### config.mk
export PLATFORM = sky130hd
export DESIGN_NAME = host_bridge_config_space
export DESIGN_NICKNAME = d
export VERILOG_FILES = /design/src/hdl/hbcs_pkg.sv /design/src/hdl/hbcs_eval.sv /design/src/hdl/host_bridge_config_space.sv
export VERILOG_INCLUDE_DIRS = /design/src /design/src/hdl
export SDC_FILE = /design/constraint.sdc
export NUM_CORES = 2
export LEC_CHECK = 0
export BUFFER_PORTS_ARGS = -buffer_cell sky130_fd_sc_hd__buf_2
export CORE_UTILIZATION = 56
export DETAILED_ROUTE_END_ITERATION = 12
export PLACE_DENSITY_LB_ADDON = 0.05
export SYNTH_ARGS = -nofsm -noshare
export SYNTH_HDL_FRONTEND = slang
export SYNTH_SLANG_ARGS = --single-unit
### constraint.sdc
create_clock -name clk -period 9.68 [get_ports clk]
set_clock_uncertainty 0.1 [all_clocks]
set_input_delay 0 -clock clk [delete_from_list [all_inputs] [get_ports clk]]
set_output_delay 0 -clock clk [all_outputs]
set_load 0.02 [all_outputs]
### src/hdl/host_bridge_config_space_assert.svh
// Assertion macros for the host bridge configuration space RTL.
// Included by modules that carry concurrent checks; no other dependencies.
`ifndef HOST_BRIDGE_CONFIG_SPACE_ASSERT_SVH
`define HOST_BRIDGE_CONFIG_SPACE_ASSERT_SVH
`ifndef NO_ASSERTIONS
// same-cycle implication
`define HBCS_ASSERT_IMP(name, clk, rst, pre, post) \
  name: assert property (@(posedge clk) disable iff (rst) (pre) |-> (post)) \
    else $error("host bridge config space: implication check failed");
// next-cycle implication
`define HBCS_ASSERT_NXT(name, clk, rst, pre, post) \
  name: assert property (@(posedge clk) disable iff (rst) (pre) |=> (post)) \
    else $error("host bridge config space: next-cycle check failed");
`else
`define HBCS_ASSERT_IMP(name, clk, rst, pre, post)
`define HBCS_ASSERT_NXT(name, clk, rst, pre, post)
`endif
`endif

### src/hdl/hbcs_pkg.sv
// Shared types, register offsets and reset contents for the host bridge
// configuration space. No dependencies.
`timescale 1ns / 1ps
package hbcs_pkg;

  localparam int SPACE_BYTES_DEF = 256;

  typedef enum logic [2:0] {
    KIND_READ      = 3'd0,
    KIND_WRITE     = 3'd1,
    KIND_SMM_ENTER = 3'd2,
    KIND_SMM_EXIT  = 3'd3,
    KIND_RESET     = 3'd4
  } kind_t;

  // register offsets
  localparam logic [7:0] OFF_DEVID_HI = 8'h03;
  localparam logic [7:0] OFF_CMD_LO   = 8'h04;
  localparam logic [7:0] OFF_CMD_HI   = 8'h05;
  localparam logic [7:0] OFF_STAT_LO  = 8'h06;
  localparam logic [7:0] OFF_STAT_HI  = 8'h07;
  localparam logic [7:0] OFF_REVID    = 8'h08;
  localparam logic [7:0] OFF_CLS      = 8'h0c;
  localparam logic [7:0] OFF_HDR      = 8'h0e;
  localparam logic [7:0] OFF_RO_FIRST = 8'h10;
  localparam logic [7:0] OFF_RO_LAST  = 8'h4e;
  localparam logic [7:0] OFF_PAM0     = 8'h59;
  localparam logic [7:0] OFF_PAM1     = 8'h5a;
  localparam logic [7:0] OFF_PAM6     = 8'h5f;
  localparam logic [7:0] OFF_SMRAM    = 8'h72;

  // chipset reset behaves as this write to PAM0
  localparam logic [7:0] PAM0_RESET_WORD = 8'h0f;

  typedef struct packed {
    kind_t      kind;
    logic [2:0] fn;
    logic [7:0] off;
    logic [7:0] data;
  } item_t;

  typedef struct packed {
    logic [7:0]  read_data;
    logic        map_valid;
    logic [19:0] map_base;
    logic [17:0] map_size;
    logic        reads_internal;
    logic        writes_internal;
    logic        flush_translation;
  } res_t;

  typedef struct packed {
    logic [1:0] n_res;
    res_t       res0;
    res_t       res1;
    logic       wr_en;
    logic [7:0] wr_data;
  } eval_t;

  // power-on contents of the configuration space
  function automatic logic [7:0] reset_byte(logic [7:0] a);
    logic [7:0] b;
    case (a)
      8'h00: b = 8'h86;
      8'h01: b = 8'h80;
      8'h02: b = 8'h50;
      8'h03: b = 8'h12;
      8'h04: b = 8'h06;
      8'h07: b = 8'h02;
      8'h0b: b = 8'h06;
      8'h51: b = 8'h20;
      8'h52: b = 8'hb5;
      8'h56: b = 8'h52;
      8'h59: b = 8'h40;
      8'h5a, 8'h5b, 8'h5c, 8'h5d, 8'h5e, 8'h5f: b = 8'h44;
      8'h60, 8'h61, 8'h62, 8'h63, 8'h64, 8'h65, 8'h66, 8'h67: b = 8'h02;
      8'h68: b = 8'h11;
      default: b = 8'h00;
    endcase
    return b;
  endfunction

endpackage

### src/hdl/hbcs_eval.sv
// Per-word evaluation: write masking, SMRAM lock handling, PAM/SMRAM
// routing results. Depends on hbcs_pkg.
`timescale 1ns / 1ps
module hbcs_eval (
  input  hbcs_pkg::item_t    item,
  input  logic [7:0]         old,
  output hbcs_pkg::eval_t    ev
);
  import hbcs_pkg::*;

  logic       ro;
  logic       pam_sub;
  logic [2:0] pam_idx;
  logic [7:0] pam_rel;
  logic [7:0] v;
  logic [7:0] diff;
  logic [19:0] pam_base;
  res_t       lo_res, hi_res;

  function automatic res_t map_res(logic [19:0] base, logic [17:0] size,
                                   logic [1:0] route, logic flush);
    res_t r;
    r = '0;
    r.map_valid = 1'b1;
    r.map_base = base;
    r.map_size = size;
    r.reads_internal = route[0];
    r.writes_internal = route[1];
    r.flush_translation = flush;
    return r;
  endfunction

  always_comb begin
    ro = (item.off <= OFF_DEVID_HI)
      || (item.off >= OFF_REVID && item.off <= OFF_CLS)
      || (item.off == OFF_HDR)
      || (item.off >= OFF_RO_FIRST && item.off <= OFF_RO_LAST);

    case (item.off)
      OFF_CMD_LO: v = (item.data & 8'h02) | 8'h04;
      OFF_CMD_HI, OFF_STAT_LO: v = 8'h00;
      OFF_STAT_HI: v = (item.data & 8'h80) | 8'h02;
      OFF_SMRAM: begin
        v = (item.data & 8'h78) | 8'h02 | (old & 8'h10);
        // lock set: open/enable frozen, enable keeps its old value
        if (v[4]) begin
          v = (v & ~8'h48) | (old & 8'h08);
        end
      end
      default: v = item.data;
    endcase
    diff = old ^ v;

    pam_sub  = (item.off >= OFF_PAM1) && (item.off <= OFF_PAM6);
    pam_rel  = item.off - OFF_PAM1;
    pam_idx  = pam_rel[2:0];
    pam_base = 20'hc0000 + 20'({pam_idx, 15'd0});
    lo_res   = map_res(pam_base, 18'h04000, v[1:0], 1'b1);
    hi_res   = map_res(pam_base + 20'h04000, 18'h04000, v[5:4], 1'b1);
  end

  always_comb begin
    ev = '0;
    case (item.kind)
      KIND_READ: begin
        ev.n_res = 2'd1;
        ev.res0.read_data = (item.fn != 3'd0) ? 8'hff : old;
      end
      KIND_WRITE, KIND_RESET: begin
        if ((item.kind == KIND_RESET || item.fn == 3'd0) && !ro) begin
          ev.wr_en = 1'b1;
          ev.wr_data = v;
          if (item.off == OFF_PAM0) begin
            if (diff[7:4] != 4'd0) begin
              ev.n_res = 2'd1;
              ev.res0 = map_res(20'hf0000, 18'h10000, v[5:4], 1'b1);
            end
          end else if (pam_sub) begin
            if (diff[3:0] != 4'd0) begin
              ev.res0 = lo_res;
              ev.res1 = hi_res;
              ev.n_res = (diff[7:4] != 4'd0) ? 2'd2 : 2'd1;
            end else if (diff[7:4] != 4'd0) begin
              ev.res0 = hi_res;
              ev.n_res = 2'd1;
            end
          end else if (item.off == OFF_SMRAM) begin
            if (diff[6]) begin
              ev.n_res = 2'd1;
              ev.res0 = map_res(20'ha0000, 18'h20000, {v[6], v[6]}, 1'b0);
            end
          end
        end
      end
      KIND_SMM_ENTER, KIND_SMM_EXIT: begin
        // old holds the SMRAM control byte here
        if (old[3]) begin
          ev.n_res = 2'd1;
          ev.res0 = map_res(20'ha0000, 18'h20000,
                            {2{item.kind == KIND_SMM_ENTER}}, 1'b0);
        end
      end
      default: ev = '0;
    endcase
  end

endmodule

### src/hdl/host_bridge_config_space.sv
// Top level of the host bridge configuration space: input stage, byte store,
// result register. Depends on hbcs_pkg, hbcs_eval and the assertion header.
`timescale 1ns / 1ps
// Usage
//   Input channel (in_valid/in_ready) carries one word per event: kind,
//   function_number, reg_offset, write_data. Output channel
//   (out_valid/out_ready) carries result words; last marks the final result
//   of an event.
//   A config read always yields one result. Writes, SMM events and chipset
//   reset yield zero, one or two routing results (PAM or SMRAM remaps).
//   An accepted word is registered in the stage and hands its first result
//   to the output register (out_valid high from then on). An event with two
//   results holds the stage until both are loaded; otherwise a new word is
//   taken every cycle unless the output stalls. The rate is set by the single
//   stage register that hands one result per cycle to the output register.
//   The byte store is read at acceptance with registered read data; a write
//   retiring on the same edge is forwarded through a one-entry bypass.
//   Reset: rst clears the per-byte valid bits, so every byte reads as its
//   power-on value at once; no clearing sweep is needed.
//   Stall: when out_ready is low the output register holds its word, the
//   stage stalls, and in_ready drops once the stage cannot retire.
`include "host_bridge_config_space_assert.svh"
module host_bridge_config_space #(
  parameter int SPACE_BYTES = hbcs_pkg::SPACE_BYTES_DEF
) (
  input  logic        clk,
  input  logic        rst,
  input  logic        in_valid,
  output logic        in_ready,
  input  logic [2:0]  kind,
  input  logic [2:0]  function_number,
  input  logic [7:0]  reg_offset,
  input  logic [7:0]  write_data,
  output logic        out_valid,
  input  logic        out_ready,
  output logic [7:0]  read_data,
  output logic        map_valid,
  output logic [19:0] map_base,
  output logic [17:0] map_size,
  output logic        reads_internal,
  output logic        writes_internal,
  output logic        flush_translation,
  output logic        last
);
  import hbcs_pkg::*;

  localparam int ADDR_W = $clog2(SPACE_BYTES);

  // byte store, valid bits, bypass
  logic [7:0]             mem [SPACE_BYTES];
  logic [SPACE_BYTES-1:0] vld;
  logic [7:0]             mem_q;
  logic                   vld_q;
  logic                   byp_valid;
  logic [ADDR_W-1:0]      byp_addr;
  logic [7:0]             byp_data;

  // stage
  item_t             item_next;
  item_t             s1;
  logic              s1_valid;
  logic              s1_idx;
  logic [7:0]        old;
  eval_t             ev;
  logic [ADDR_W-1:0] rd_addr;
  logic [ADDR_W-1:0] wr_addr;

  logic accept;
  logic out_load;
  logic s1_done;
  logic mem_we;
  res_t cur;

  // fold event kinds onto the byte they touch
  always_comb begin
    item_next.kind = kind_t'(kind);
    item_next.fn   = function_number;
    item_next.off  = reg_offset;
    item_next.data = write_data;
    case (kind_t'(kind))
      KIND_SMM_ENTER, KIND_SMM_EXIT: item_next.off = OFF_SMRAM;
      KIND_RESET: begin
        item_next.off  = OFF_PAM0;
        item_next.data = PAM0_RESET_WORD;
        item_next.fn   = 3'd0;
      end
      default: item_next.off = reg_offset;
    endcase
  end

  assign rd_addr = item_next.off[ADDR_W-1:0];
  assign wr_addr = s1.off[ADDR_W-1:0];

  // current byte value: bypass, then store, then power-on value
  assign old = (byp_valid && byp_addr == wr_addr) ? byp_data
             : (vld_q ? mem_q : reset_byte(s1.off));

  hbcs_eval u_eval (
    .item (s1),
    .old  (old),
    .ev   (ev)
  );

  assign out_load = s1_valid && (ev.n_res != 2'd0) && (!out_valid || out_ready);
  assign s1_done  = s1_valid && ((ev.n_res == 2'd0)
                  || (out_load && (s1_idx || ev.n_res == 2'd1)));
  assign in_ready = !s1_valid || s1_done;
  assign accept   = in_valid && in_ready;
  assign mem_we   = s1_done && ev.wr_en;
  assign cur      = s1_idx ? ev.res1 : ev.res0;

  always_ff @(posedge clk) begin
    if (accept) begin
      mem_q <= mem[rd_addr];
      vld_q <= vld[rd_addr];
      s1    <= item_next;
    end
    if (mem_we) begin
      mem[wr_addr] <= ev.wr_data;
    end
  end

  always_ff @(posedge clk) begin
    if (rst) begin
      vld       <= '0;
      byp_valid <= 1'b0;
    end else if (mem_we) begin
      vld[wr_addr] <= 1'b1;
      byp_valid    <= 1'b1;
    end
  end

  always_ff @(posedge clk) begin
    if (mem_we) begin
      byp_addr <= wr_addr;
      byp_data <= ev.wr_data;
    end
  end

  always_ff @(posedge clk) begin
    if (rst) begin
      s1_valid <= 1'b0;
      s1_idx   <= 1'b0;
    end else begin
      if (accept) begin
        s1_valid <= 1'b1;
      end else if (s1_done) begin
        s1_valid <= 1'b0;
      end
      if (s1_done) begin
        s1_idx <= 1'b0;
      end else if (out_load) begin
        s1_idx <= 1'b1;
      end
    end
  end

  // result register
  always_ff @(posedge clk) begin
    if (rst) begin
      out_valid <= 1'b0;
    end else if (out_load) begin
      out_valid <= 1'b1;
    end else if (out_ready) begin
      out_valid <= 1'b0;
    end
  end

  always_ff @(posedge clk) begin
    if (out_load) begin
      read_data         <= cur.read_data;
      map_valid         <= cur.map_valid;
      map_base          <= cur.map_base;
      map_size          <= cur.map_size;
      reads_internal    <= cur.reads_internal;
      writes_internal   <= cur.writes_internal;
      flush_translation <= cur.flush_translation;
      last              <= s1_idx || (ev.n_res == 2'd1);
    end
  end

  // second result only exists for a two-result word
  `HBCS_ASSERT_IMP(a_idx_two, clk, rst, s1_idx, s1_valid && ev.n_res == 2'd2)
  // store is written only as a word retires
  `HBCS_ASSERT_IMP(a_we_done, clk, rst, mem_we, s1_done && s1_valid)
  // an accepted word occupies the stage next cycle
  `HBCS_ASSERT_NXT(a_acc_s1, clk, rst, accept, s1_valid)
  // a read always yields exactly one result
  `HBCS_ASSERT_IMP(a_read_one, clk, rst, s1_valid && s1.kind == KIND_READ,
                   ev.n_res == 2'd1 && !ev.wr_en)

endmodule

# Yosys cells after proc, flatten, opt, wreduce, memory -nomap -nowiden
# Memories as Yosys holds them, arrays and structs flattened. A register that Yosys moved wholly into a read port is not among the register bits.
# Cells that the tools add are included.
# W data, S select, Z words.
[totals]
romBits = 896
regBits = 350
memories = 2
out_inout_bits = 53
mem_bits_rw = 2048
latchBits = 0
in_bits = 26
[mem_list]
columns = ["memory", "words", "word_bits", "rd", "rd_clocked_by_memory_dff", "wr", "line_no", "source"]
rows = [
  ["mem", 256, 8, 1, 1, 1, "host_bridge_config_space.sv:50", "logic [7:0] mem [SPACE_BYTES];"],
  ["(no name shown)", 128, 7, 1, 1, 0, "hbcs_pkg.sv:63", "case (a)"],
]
[classes]
shifts = 0
muxes = 35
n_div = 0
n_eq_ne = 16
n_lt_le_gt_ge = 10
bitwise = 4
n_mul = 0
add_sub_neg = 3
n_reduce_logical = 37
[op_table]
columns = ["cell", "count"]
rows = [
  ["$or A256 B256 Y256", 1],
  ["$mux W51", 5],
  ["$mux W52", 3],
  ["$mux W111", 1],
  ["$mux W50", 2],
  ["$mux W42", 2],
  ["$pmux W42 S2", 1],
  ["$mux W59", 1],
  ["$mux W8", 5],
  ["$eq A8 B3 Y1 const B", 4],
  ["$pmux W8 S4", 1],
  ["$pmux W10 S3", 1],
  ["$add A19 B19 Y20 const A", 1],
  ["$add A20 B15 Y20 const B", 1],
  ["$lt A8 B9 Y1 const B", 2],
  ["$eq A8 B7 Y1 const B", 2],
  ["$le A8 B7 Y1 const B", 2],
  ["$pmux W8 S2", 1],
  ["$eq A3 B2 Y1 const B", 4],
  ["$logic_and A1 B1 Y1", 12],
  ["$reduce_or A2 Y1", 5],
  ["$bmux W1 S8", 1],
  ["$demux W1 S8", 1],
  ["$eq A8 B4 Y1 const B", 1],
  ["other kinds (24)", 45],
]

# Logic depth before layout (Yosys ltp)
[depth]
ltp_word = 24
mapped_depth = 28
depth_no_buf = 24

# Modules after synthesis
# A second synthesis with hierarchy kept.
[hier_totals]
hier_cells = 7551
hier_area_um2 = 97932.7
[modules_own_cells]
columns = ["mod", "area_per_inst_um2", "instances", "seq_area_each_um2", "cells_per_inst"]
rows = [
  ["host_bridge_config_space", 96483.8, 1, 69786.9, 7318],
  ["hbcs_eval", 1448.9, 1, 0.0, 233],
]

# Worst setup path before layout
# No wires, ideal clock.
[synth_timing]
kind = "reg2reg"
start = "register s1[17] (netlist name)"
end = "register byp_data[3] (data pin)"
path_stages_with_launch = 7
t_arrival_ps = 8574
path_buffers = 1
setup_slack_ps = -575
period_less_slack_ps = 10255
cell_sequence = "edfxtp_1 nor3_2 nand3b_1 a221o_1 or2_2 clkbuf_1 a21oi_1"
[synth_lines]
columns = ["element", "line_no", "source"]
rows = [
  ["from (decl)", "host_bridge_config_space.sv:60", "item_t s1;"],
  ["from (signal assigned)", "host_bridge_config_space.sv:116", "s1 <= item_next;"],
  ["to (signal assigned)", "host_bridge_config_space.sv:136", "byp_data <= ev.wr_data;"],
  ["to (decl)", "host_bridge_config_space.sv:56", "logic [7:0] byp_data;"],
]

# Worst setup path in the final report
[layout_timing]
start = "register s1 (netlist bit wr_addr[2])"
end = "memory mem[228][3] (enable)"
[layout_between]
elab_chain_len = 24
elab_cells_between_ends = 57
[layout_rtl]
columns = ["element", "line_no", "source"]
rows = [
  ["$eq A8 B8 Y1", "host_bridge_config_space.sv:95", "assign old = (byp_valid && byp_addr == wr_addr) ? byp_data"],
  ["$logic_and A1 B1 Y1", "host_bridge_config_space.sv:95", ""],
  ["$mux W8", "host_bridge_config_space.sv:95", ""],
  ["$or A7 B5 Y7", "hbcs_eval.sv:44", "v = (item.data & 8'h78) | 8'h02 | (old & 8'h10);"],
  ["$or A8 B4 Y8", "hbcs_eval.sv:47", "v = (v & ~8'h48) | (old & 8'h08);"],
  ["$mux W8", "hbcs_eval.sv:46", "if (v[4]) begin"],
  ["$pmux W8 S4", "hbcs_eval.sv:39", "case (item.off)"],
  ["$xor A8 B8 Y8", "hbcs_eval.sv:52", "diff = old ^ v;"],
  ["(+7 left out)", "n/a", ""],
  ["$reduce_bool A2 Y1", "host_bridge_config_space.sv:104", "assign out_load = s1_valid && (ev.n_res != 2'd0) && (!out_valid || out_ready);"],
  ["$logic_and A1 B1 Y1 (2 in a row)", "host_bridge_config_space.sv:104", ""],
  ["$logic_and A1 B1 Y1", "host_bridge_config_space.sv:106", "|| (out_load && (s1_idx || ev.n_res == 2'd1)));"],
  ["$logic_or A1 B1 Y1", "host_bridge_config_space.sv:106", ""],
  ["$logic_and A1 B1 Y1", "host_bridge_config_space.sv:105", "assign s1_done = s1_valid && ((ev.n_res == 2'd0)"],
  ["$logic_and A1 B1 Y1", "host_bridge_config_space.sv:109", "assign mem_we = s1_done && ev.wr_en;"],
  ["$mux W1", "host_bridge_config_space.sv:118", "if (mem_we) begin"],
  ["$mux W1 (not written as such)", "host_bridge_config_space.sv:119", "mem[wr_addr] <= ev.wr_data;"],
  ["to (decl)", "host_bridge_config_space.sv:50", ""],
]
# Several ways; a longest one is shown, not always the timed one.

==> reports/qor.txt <==
Wire length per cell: 23.14 µm
Worst EP arrival: 7.71 ns
Met1 usage: 0.4196
CTS tree: done
CTS root buffer: clkbuf_16
FF-to-FF setup slack: 2.36 ns
Total CTS buffers: 234
Clock insertion delay at the later pin of the skew report: 0.86 ns
Setup TNS: 0 ns
Vias in the first global route: 61430
IO buf count: 49
Final non-filler cell total: 11006
Worst Hold Launch: reg_offset[4]
Design Power: 0.02203 W
Placed Instances: 10525
Placed wire-length estimate: 142600 µm
Area after DPL: 100500 µm²
Measured slew at the worst slew-check pin: 1.255 ns
Final Setup Violations: 0
Most used DFF post-synth: edfxtp_1
Most frequent cells in the layout: nand2_1, edfxtp_1, nand3_1, conb_1, nor2_1
Clock transition at path regs: 0.06 ns
WL final: 254700 µm
CP Launch Type: register
Hold Crit Class: in -> reg
Die X: 416.7 µm
Critical path class: reg -> reg
Post-synthesis cell area: 96320 µm²
CP endpoint kind: register
Largest net degree at the start of global routing: 184
Number of core rows: 151
# DRC: 0
Synth warnings: 0
Clock Sinks: 2382
Syn Inst Count: 8178
Hold Fails Final Rpt: 0
DRT antenna net count: 0
Ys async rst share: 0
Global Route met2 Usage: 0.4558
RR Startpoint: wr_addr[2]
Most common cell after layout, fill and taps aside: nand2_1
Yosys cell types: 69
Die Area: 173700 µm²
Postcts setup bufs: 0
Power per cell area: 203.0 nW/µm²
DR vias/cell: 5.884
Via count: 64764
Max Clock Freq: 0.1366 GHz
Drt pass-1 iters: 7
Critical path fanouts, max: 24
GRT Max-Usage Layer: met2
I/O Pins: 79
DRT iter0 DRCs: 7121
Slew Viols, Final: 0
Starting density of the core: 0.5665
Design Area, Final: 108500 µm²
Status: completed
Critical Path Start: wr_addr[2]
RSZ-0062 raised after global routing: false
Maximum VDD drop: 0.1684 mV
Post-synthesis sequential area ratio: 0.7148
Initial antenna violation count: 7
Grt met3 use: 0.04823
Bufs on Longest Clock Path: 3
First-pass GRT wire length: 382200 µm
Tmin final: 7.322 ns
Max transition margin: 0.1621
EDFF count, synth: 2115
Post-Syn Area per Cell: 11.78 µm²
Die height: 416.7 µm
RePlAce Congestion: 0.9205
Total grt overflow: 0
Area of the core: 170000 µm²
H-tree level count: 4
Layout area overhead: 12.63%
Fin nets: 8625
Leak: 39.14 nW
Final period util: 0.7564
WP data required: 10.06 ns
Ratio of cells with drive above 1 in the final layout: 0.06339
Maxcap violations: 0
Synth Register Bits: 2382
Total global-route track usage: 0.2920
## metal layers
metal | routed length, µm | share of wire
met5 | 0 | 0
met2 | 117000 | 0.46
met1 | 107700 | 0.42
met4 | 8356 | 0.033
met3 | 21610 | 0.085
## critical path, stage by stage (launching register included)
cell       delay [ns]
edfxtp_1         1.00
clkinv_1         0.50
or3_1            0.60
o21a_1           0.22
nor3_1           0.50
xnor2_1          0.19
o2111ai_1        0.32
ha_1             0.40
o211ai_1         0.11
nand2_1          0.09
nand2_1          0.08
a31o_2           0.16
a41oi_4          0.12
buf_4            0.25
inv_2            0.44
nand3_1          0.92
nor2_1           0.90
## kinds of logic (layout without fill, tap and decap cells)
| family | after synthesis | count (layout) | synth area share |
|---|---|---|---|
| mux | 11 | 11 | 0.001169 |
| flops | 2382 | 2382 | 0.7148 |
| xor+xnor | 15 | 15 | 0.001364 |
| simple gates | 4187 | 4187 | 0.1863 |
| fa+ha+maj | 10 | 10 | 0.001299 |
| compound gates | 875 | 875 | 0.06597 |
| buf+inv | 697 | 702 | 0.02897 |
| other cells | 1 | 606 | 0.00003893 |
## what timing repair did
| action | in CTS | in global routing |
|---|---|---|
| hold buffers | 46 | 0 |
| endpoints found under the hold margin | 233 | 0 |
| resized for setup | 0 | 0 |
## path summary, 6_finish.rpt
kind,cells after the start,to
setup / recovery,16,mem[228][3]
hold / removal,5,wr_addr[4]
setup reg to reg,16,mem[228][3]
hold reg to reg,2,vld[24]
## cells in the mapped netlist (6+ instances only)
master    count  area, µm²
o21ai_0      27      135.1
xnor2_1       7      61.31
a221o_1      19      190.2
buf_2        25      125.1
and2_1        7      43.79
or3_1         7      43.79
nand3_1    1172       5866
ha_1         10      125.1
a21oi_1     197      986.0
edfxtp_1   2115      63510
nand2_1    2292       8603
dfxtp_1     267       5345
a22o_1       40      350.3
xor2_1        8      70.07
mux2i_1       9      90.09
and3_1      119      744.5
nand2b_1      9      56.30
a31oi_1     154      963.4
buf_1       121      454.2
a311oi_1    288       2522
inv_1        52      195.2
nor3_1       29      145.1
nor2b_1      87      544.3
o221ai_1     11      96.34
a221oi_1     19      166.4
or2_2         6      37.54
nor2_1      427       1603
clkbuf_1    456       1712
buf_4        38      285.3
a22oi_1      14      105.1
a211oi_1     73      548.0
## per-stage QoR
stage | hold slack (ns) | setup WS (ns) | utilization
after floorplan | -0.001131 | 0.5283 | -
after global placement | 0.1849 | 2.712 | 0.5910
after detailed placement | 0.1769 | 2.494 | 0.5910
after CTS | 0.03204 | 2.458 | 0.6380
after global routing | 0.06887 | 1.926 | 0.6380
final | 0.07983 | 2.358 | 0.6380
## area by class of cell
type                    count  area (µm²)
diodes                      1       2.502
clock buffers             302        6243
clock inverters           132        1284
fillers                 13292       61550
inverters                  57       236.5
multi-input cells        5703       27160
flip-flops and latches   2382       68860
well taps                2218        2775
repair buffers            211        1923
## where the power goes
group,switching (W),internal (W)
clock network,0.00381,0.00509
logic,0.00134,0.000443
registers,0.0000533,0.0113
total,0.00521,0.0168
## registers in the layout, indices dropped and copies added (netlist names), 3 cells and up, named ones only
register,cells
mem,2048
read_data,8
byp_data,8
vld,256
map_base,6
map_size,3
wr_addr,8
s1,14
mem_q,8
byp_addr,8
Note: power is estimated with default switching activity, not from simulation.
